File: src/hw/rtl/u8d_pkg.sv
// ----------------------------------------------------------------------------
// u8d_pkg
// Shared types, constants and helpers for the UTF-8 byte stream decoder.
// ----------------------------------------------------------------------------
package u8d_pkg;

	localparam int CP_W = 21;

	// lead byte patterns and masks
	localparam logic [7:0] LEAD2_MASK = 8'hE0;
	localparam logic [7:0] LEAD2_PAT  = 8'hC0;
	localparam logic [7:0] LEAD3_MASK = 8'hF0;
	localparam logic [7:0] LEAD3_PAT  = 8'hE0;
	localparam logic [7:0] LEAD4_MASK = 8'hF8;
	localparam logic [7:0] LEAD4_PAT  = 8'hF0;

	// value given for a bad lead byte ('?')
	localparam logic [CP_W-1:0] BAD_LEAD_CODE = CP_W'(8'h3F);

	// one decoded result
	typedef struct packed {
		logic            hit;
		logic [CP_W-1:0] code_point;
		logic            code_valid;
		logic            string_end;
	} u8d_result_t;

	// build a result; a zero value always means end of string
	function automatic u8d_result_t u8d_emit(input logic [CP_W-1:0] value,
		input logic ended);
		u8d_result_t r;
		r.hit = 1'b1;
		if (value == '0) begin
			r.code_point = '0;
			r.code_valid = 1'b0;
			r.string_end = 1'b1;
		end else begin
			r.code_point = value;
			r.code_valid = 1'b1;
			r.string_end = ended;
		end
		return r;
	endfunction

endpackage

File: src/hw/rtl/utf8_byte_stream_decoder.sv
// ----------------------------------------------------------------------------
// utf8_byte_stream_decoder
// Lenient UTF-8 decoder: one byte in, at most one code point out.
// ----------------------------------------------------------------------------
// The block takes one byte per cycle while in_stall is low: a byte lands in
// the input register, is decoded there by the sequence logic and the result,
// if any, is loaded into the output register once that register is empty or
// being taken, and it is held there until the downstream side takes it.
// Lead bytes of a multi-byte sequence give no output. A zero byte ends the
// string (flushing any partial sequence with missing bits as zero), and a
// decoded zero also sets string_end. Bad lead bytes give 0x3F. in_stall
// rises only while the output register is full and stalled and a byte is
// waiting to be decoded.
module utf8_byte_stream_decoder
	import u8d_pkg::*;
(
	input  logic            clk,
	input  logic            arst_n,
	input  logic [7:0]      in_byte,
	input  logic            in_valid,
	output logic            in_stall,
	output logic [CP_W-1:0] code_point,
	output logic            code_valid,
	output logic            string_end,
	output logic            out_valid,
	input  logic            out_stall
);

	logic        valid_s1;
	logic [7:0]  byte_s1;
	logic        adv;
	u8d_result_t res;

	// decode stage may consume when the result register can take a result
	assign adv      = valid_s1 && (!out_valid || !out_stall);
	assign in_stall = valid_s1 && !adv;

	// input register
	always_ff @(posedge clk or negedge arst_n) begin
		if (!arst_n) begin
			valid_s1 <= 1'b0;
		end else if (!in_stall) begin
			valid_s1 <= in_valid;
		end
	end

	always_ff @(posedge clk) begin
		if (in_valid && !in_stall) begin
			byte_s1 <= in_byte;
		end
	end

	// sequence decode
	u8d_step u_step (
		.clk     (clk),
		.arst_n  (arst_n),
		.fire    (adv),
		.byte_s1 (byte_s1),
		.res     (res)
	);

	// result register
	u8d_out_reg u_out (
		.clk        (clk),
		.arst_n     (arst_n),
		.load       (adv && res.hit),
		.res        (res),
		.out_stall  (out_stall),
		.out_valid  (out_valid),
		.code_point (code_point),
		.code_valid (code_valid),
		.string_end (string_end)
	);

`ifndef SYNTHESIS
	// a non-character result always marks the end of the string
	a_novalid_end: assert property (@(posedge clk) disable iff (!arst_n)
		out_valid && !code_valid |-> string_end)
		else $error("result without code point lacks string_end");

	// a non-character result carries a zero code point
	a_novalid_zero: assert property (@(posedge clk) disable iff (!arst_n)
		out_valid && !code_valid |-> code_point == '0)
		else $error("result without code point has nonzero value");

	// input stalls only because the output side is blocked
	a_stall_cause: assert property (@(posedge clk) disable iff (!arst_n)
		in_stall |-> out_valid && out_stall && valid_s1)
		else $error("input stalled without downstream back-pressure");

	// a stalled result is not overwritten
	a_hold: assert property (@(posedge clk) disable iff (!arst_n)
		out_valid && out_stall |=> out_valid && $stable(code_point))
		else $error("stalled result changed");
`endif

endmodule

File: src/hw/rtl/u8d_step.sv
// ----------------------------------------------------------------------------
// u8d_step
// Sequence state and per-byte decode; updates state on each consumed byte.
// ----------------------------------------------------------------------------
module u8d_step
	import u8d_pkg::*;
(
	input  logic        clk,
	input  logic        arst_n,
	input  logic        fire,
	input  logic [7:0]  byte_s1,
	output u8d_result_t res
);

	logic [1:0]      remain_q, remain_d;
	logic [CP_W-1:0] partial_q, partial_d;
	logic [1:0]      remain_m1;
	logic [CP_W-1:0] cont_bits;
	logic [CP_W-1:0] merged;

	// continuation byte placement
	always_comb begin
		remain_m1 = remain_q - 2'd1;
		case (remain_m1)
			2'd0:    cont_bits = CP_W'(byte_s1[5:0]);
			2'd1:    cont_bits = CP_W'(byte_s1[5:0]) << 6;
			2'd2:    cont_bits = CP_W'(byte_s1[5:0]) << 12;
			default: cont_bits = CP_W'(byte_s1[5:0]) << 18;
		endcase
		merged = partial_q | cont_bits;
	end

	// decode and next state
	always_comb begin
		res       = '0;
		remain_d  = remain_q;
		partial_d = partial_q;
		if (remain_q != 2'd0) begin
			if (byte_s1 == 8'd0) begin
				res       = u8d_emit(partial_q, 1'b1);
				remain_d  = 2'd0;
				partial_d = '0;
			end else begin
				remain_d = remain_m1;
				if (remain_m1 != 2'd0) begin
					partial_d = merged;
				end else begin
					res       = u8d_emit(merged, 1'b0);
					partial_d = '0;
				end
			end
		end else if (byte_s1 == 8'd0) begin
			res = u8d_emit('0, 1'b1);
		end else if (!byte_s1[7]) begin
			res = u8d_emit(CP_W'(byte_s1), 1'b0);
		end else if ((byte_s1 & LEAD2_MASK) == LEAD2_PAT) begin
			partial_d = CP_W'(byte_s1[4:0]) << 6;
			remain_d  = 2'd1;
		end else if ((byte_s1 & LEAD3_MASK) == LEAD3_PAT) begin
			partial_d = CP_W'(byte_s1[3:0]) << 12;
			remain_d  = 2'd2;
		end else if ((byte_s1 & LEAD4_MASK) == LEAD4_PAT) begin
			partial_d = CP_W'(byte_s1[2:0]) << 18;
			remain_d  = 2'd3;
		end else begin
			res = u8d_emit(BAD_LEAD_CODE, 1'b0);
		end
	end

	// sequence state
	always_ff @(posedge clk or negedge arst_n) begin
		if (!arst_n) begin
			remain_q  <= 2'd0;
			partial_q <= '0;
		end else if (fire) begin
			remain_q  <= remain_d;
			partial_q <= partial_d;
		end
	end

endmodule

File: src/hw/rtl/u8d_out_reg.sv
// ----------------------------------------------------------------------------
// u8d_out_reg
// Result register holding one transaction for the downstream side.
// ----------------------------------------------------------------------------
module u8d_out_reg
	import u8d_pkg::*;
(
	input  logic            clk,
	input  logic            arst_n,
	input  logic            load,
	input  u8d_result_t     res,
	input  logic            out_stall,
	output logic            out_valid,
	output logic [CP_W-1:0] code_point,
	output logic            code_valid,
	output logic            string_end
);

	logic            valid_q;
	logic [CP_W-1:0] cp_q;
	logic            cv_q;
	logic            end_q;

	// valid flag: set on load, cleared once taken
	always_ff @(posedge clk or negedge arst_n) begin
		if (!arst_n) begin
			valid_q <= 1'b0;
		end else if (load) begin
			valid_q <= 1'b1;
		end else if (!out_stall) begin
			valid_q <= 1'b0;
		end
	end

	// payload
	always_ff @(posedge clk) begin
		if (load) begin
			cp_q  <= res.code_point;
			cv_q  <= res.code_valid;
			end_q <= res.string_end;
		end
	end

	assign out_valid  = valid_q;
	assign code_point = cp_q;
	assign code_valid = cv_q;
	assign string_end = end_q;

endmodule

File: config.mk
export PLATFORM = sky130hd
export DESIGN_NAME = utf8_byte_stream_decoder
export DESIGN_NICKNAME = d
export VERILOG_FILES = /design/src/hw/rtl/u8d_pkg.sv /design/src/hw/rtl/utf8_byte_stream_decoder.sv /design/src/hw/rtl/u8d_step.sv /design/src/hw/rtl/u8d_out_reg.sv
export SDC_FILE = /design/constraint.sdc
export NUM_CORES = 1
export LEC_CHECK = 0
export ABC_AREA = 0
export BUFFER_PORTS_ARGS = -buffer_cell sky130_fd_sc_hd__buf_4
export CAP_MARGIN = 5
export CORE_UTILIZATION = 30
export DETAILED_ROUTE_END_ITERATION = 12
export HOLD_SLACK_MARGIN = 0.02
export PLACE_DENSITY = 0.44
export RECOVER_POWER = 25
export SETUP_SLACK_MARGIN = 0.15
export SLEW_MARGIN = 20
export SYNTH_ARGS = -nofsm -noshare
export SYNTH_HDL_FRONTEND = slang
export SYNTH_SLANG_ARGS = --single-unit
export TNS_END_PERCENT = 20
File: constraint.sdc
create_clock -name clk -period 3.7 [get_ports clk]
set_input_delay 0.74 -clock clk [delete_from_list [all_inputs] [get_ports clk]]
set_output_delay 0.74 -clock clk [all_outputs]
set_load 0.005 [all_outputs]
==> key figures <==
Detailed routing
  • Met2 WL: around 3500 microns
  • Via count: between 2000 and 2500
  • DRC: 0
  • First drt pass iteration count: 4
  • Uppermost layer routed: met4
  • DR iter-0 viols: approximately 140
  • Antenna violation net count after detailed routing: 0
  • WL met3: between 300 and 400 microns
  • Via density: ~5.4
  • Routed WL: ~7300 microns
  • M1 wire length: approximately 3400 microns
  • WL/cell: roughly 19 microns

Floorplan
  • Die area: about 9500 sq um
  • Die Wd: around 98 microns
  • Site Rows: 34
  • Initial core utilization: approximately 31%
  • Total I/O pin count: 37
  • Core ar.: just under 9000 sq um
  • Die Ht: slightly below 100 microns

Power and ir drop
  • Sw Share: approximately two fifths
  • Share of power burned in combinational logic: 43.3%
  • Pwr Density: 781.5 nW/um^2
  • Clock power frac: roughly 16%
  • Register share of total power: 40.2%
  • P_leak: 1.320 nW
  • VDD IR max: just over 300 uV
  • Psw: ~0.00098 W
  • Int Power: 0.001554 W

Finish
  • Layout Utilization: 36.99%
  • Diode count: 0
  • Area grow syn2layout: 18.26%
  • Final #Nets: 297
  • Layout cells sized above 1: ~19%

Logic synthesis
  • YS warnings: 0
  • Synth async-reset ratio: between 40% and 50%
  • Post-Synth Adder-Cell Area: under 10%
  • Dominant synthesized flop cell: edfxtp_1
  • Mux share of post-synthesis cell area: 0%
  • Most common cell in the netlist: edfxtp_1
  • Average size of a mapped cell: approximately 11 sq um
  • Cell taking the most area after synthesis: edfxtp_1
  • Seq cells post-synth: between 50 and 60
  • Top post-synthesis cells by count: edfxtp_1, dfrtp_1, a21oi_1, nor2_1, nand2_1
  • Syn nets: 263
  • Number of enable flip-flop cells after synthesis: 31
  • Yosys top cell area share: 33.96%
  • Simple-Gate Fraction of Synth Area: 12.41%
  • Cell area after synthesis: between 2000 and 3000 sq um
  • Xor and xnor area share after synthesis: 0%
  • Post-synthesis compound-gate area fraction: between 20% and 30%
  • Post-synthesis sequential area ratio: between 50% and 60%
  • Syn Inst Count: 246
  • Synth area leaders: edfxtp_1, dfrtp_1, a32o_1
  • Synth cell types: 46
  • Main combinational cell family by area after synthesis: compound AO/OA/AOI/OAI gates

Global routing
  • Overflow after GRT: 0
  • Antenna violations before repair: 0
  • Gr usage total: between 10% and 20%
  • Vias in the first global route: 2115
  • Largest net degree at the start of global routing: 26
  • First-pass GRT wire length: 11960 microns

Worst setup path
  • Critical Path RT: 3870 ps
  • Critical path type: flip-flop to flip-flop
  • Critical path startpoint: byte_s1[1]$_DFFE_PP_
  • Worst reg-to-reg setup slack: 1120 ps
  • Worst setup SP type: flip-flop
  • Worst r2r path cells: 6
  • Worst setup EP type: flip-flop
  • Critical Path Sink: u_out.code_point[13]$_SDFFCE_PP0P_
  • Max FO, Critical Path: 14
  • Critical path data arrival time: 2760 ps
  • Reg2reg start: byte_s1[1]$_DFFE_PP_
  • R2r endpoint: u_out.code_point[13]$_SDFFCE_PP0P_

STA
  • Slew Limit Fails: 25
  • Min Tclk post-route: approximately 2600 ps
  • Slew @ Worst Pin: 1501 ps
  • Clk_skew: between 4 and 5 ps
  • Crit share post-route: 69.84%
  • Final Hold Viols: 0
  • Setup TNS Final: 0 ps
  • Peak Freq: 387.0 MHz
  • Final setup fails: 0
  • Relative slew slack: -0.06592%
  • RSZ-0062 raised after global routing: no

Clock tree
  • # clock sinks: 56
  • Clock Latency Late Sink: just over 300 ps
  • Post CTS Setup Buffer Count: 0
  • CTS root buffer: clkbuf_8
  • CTS Buf Count: 5
  • # hold bufs at CTS: 0
  • Reg clk slew, reported paths: 100 ps
  • CTS tree: yes
  • Post-cts sizing count: 0
  • Clk buf depth: 2
  • H-tree Lvls: 2

Place
  • Post-DP HPWL: 5331 microns
  • GPL Wtd Cong: 0.8204
  • Buffers on Ports: 36

Outcome
  • Failing checks: max-capacitance violations, max-slew violations
  • Status: finished with violations

Job
  • Max cap viols: 1

Hold path
  • Worst Hold Class: flip-flop to flip-flop
  • Hold Startpoint: u_step.partial_q[3]$_DFFE_PN0P_
how the worst min path moves through the flow:
stage | end | slack (ps) | depth (start not counted)
final | u_step.partial_q[3]$_DFFE_PN0P_ | 530 | 1
after global routing | u_step.partial_q[2]$_DFFE_PN0P_ | 560 | 1
after CTS | u_step.partial_q[2]$_DFFE_PN0P_ | 340 | 1
after detailed placement | u_step.partial_q[3]$_DFFE_PN0P_ | 510 | 1
after global placement | u_step.partial_q[1]$_DFFE_PN0P_ | 520 | 1
after floorplan | u_out.out_valid$_DFFE_PN0P_ | 440 | 0
kinds of logic (layout without fill, tap and decap cells):
family | after synthesis | in the layout
simple gates | 66 | 66
fa+ha+maj | 5 | 5
compound gates | 89 | 89
flops | 56 | 56
buf+inv | 30 | 65
per-stage QoR:
step	std cells	power, W	area [sq um]	worst slack, ps	hold WS (ps)
2_1_floorplan	246	0.001706	2741	716.1	444.4
3_3_place_gp	381	0.002145	3133	1166	516.6
3_5_place_dp	381	0.002136	3133	1120	507.5
4_1_cts	389	0.002558	3249	1105	340.4
5_1_grt	389	0.002718	3242	915.1	560.2
6_report	389	0.002534	3242	1116	525.8
power groups by stage:
stage | logic, W | clock network [W] | registers [W]
2_1_floorplan | 0.000715 | 0 | 0.000991
3_3_place_gp | 0.00111 | 0 | 0.00103
3_5_place_dp | 0.00110 | 0 | 0.00103
4_1_cts | 0.00111 | 0.000431 | 0.00102
5_1_grt | 0.00122 | 0.000452 | 0.00104
6_report | 0.00110 | 0.000417 | 0.00102
sequential cells by signal, indices dropped and copies added (netlist names):
register	count
byte_s1	8
u_step.remain_q	2
valid_s1	1
u_out.code_valid	1
u_step.partial_q	21
u_out.string_end	1
u_out.out_valid	1
u_out.code_point	21
placed cells by master (no fill, tap or decap), types with 2 or more instances in the layout:
cell,instances
a21boi_1,3
a21o_1,7
a21oi_1,18
a22o_1,6
a22oi_1,2
a311oi_1,2
a31oi_1,3
a32o_1,11
and2_1,10
buf_4,34
clkbuf_1,2
clkbuf_4,8
clkbuf_8,6
dfrtp_1,25
edfxtp_1,31
ha_1,5
inv_1,12
nand2_1,13
nand2b_1,2
nor2_1,19
nor2b_1,2
nor3_1,4
nor4_1,6
o211a_1,3
o21a_1,4
o21ai_0,2
o21ai_1,7
o22ai_1,6
o2bb2ai_1,3
o31ai_1,3
or3_1,3
layer usage:
layer / vias to the layer above / track usage, %
met2: 73 / 26.41
met5: - / 0
met3: 10 / 2.662
li1: 1002 / -
met4: 0 / 5.543
met1: 1024 / 22.12
final cells by class:
cell class / count / area [sq um]
fillers: 903 / 5522
flip-flops and latches: 56 / 1556
multi-input cells: 160 / 1062
repair buffers: 44 / 322.8
well taps: 108 / 135.1
clock buffers: 6 / 82.58
inverters: 13 / 48.80
clock inverters: 2 / 33.78
worst max-delay path: stages, from the launching register on:
cell and delay, ps:
edfxtp_1 630, nor4_2 520, and2_1 440, nor2_1 220, a211oi_2 230, buf_4 240, a32o_1 170
Power figures use the tool's default switching activity.
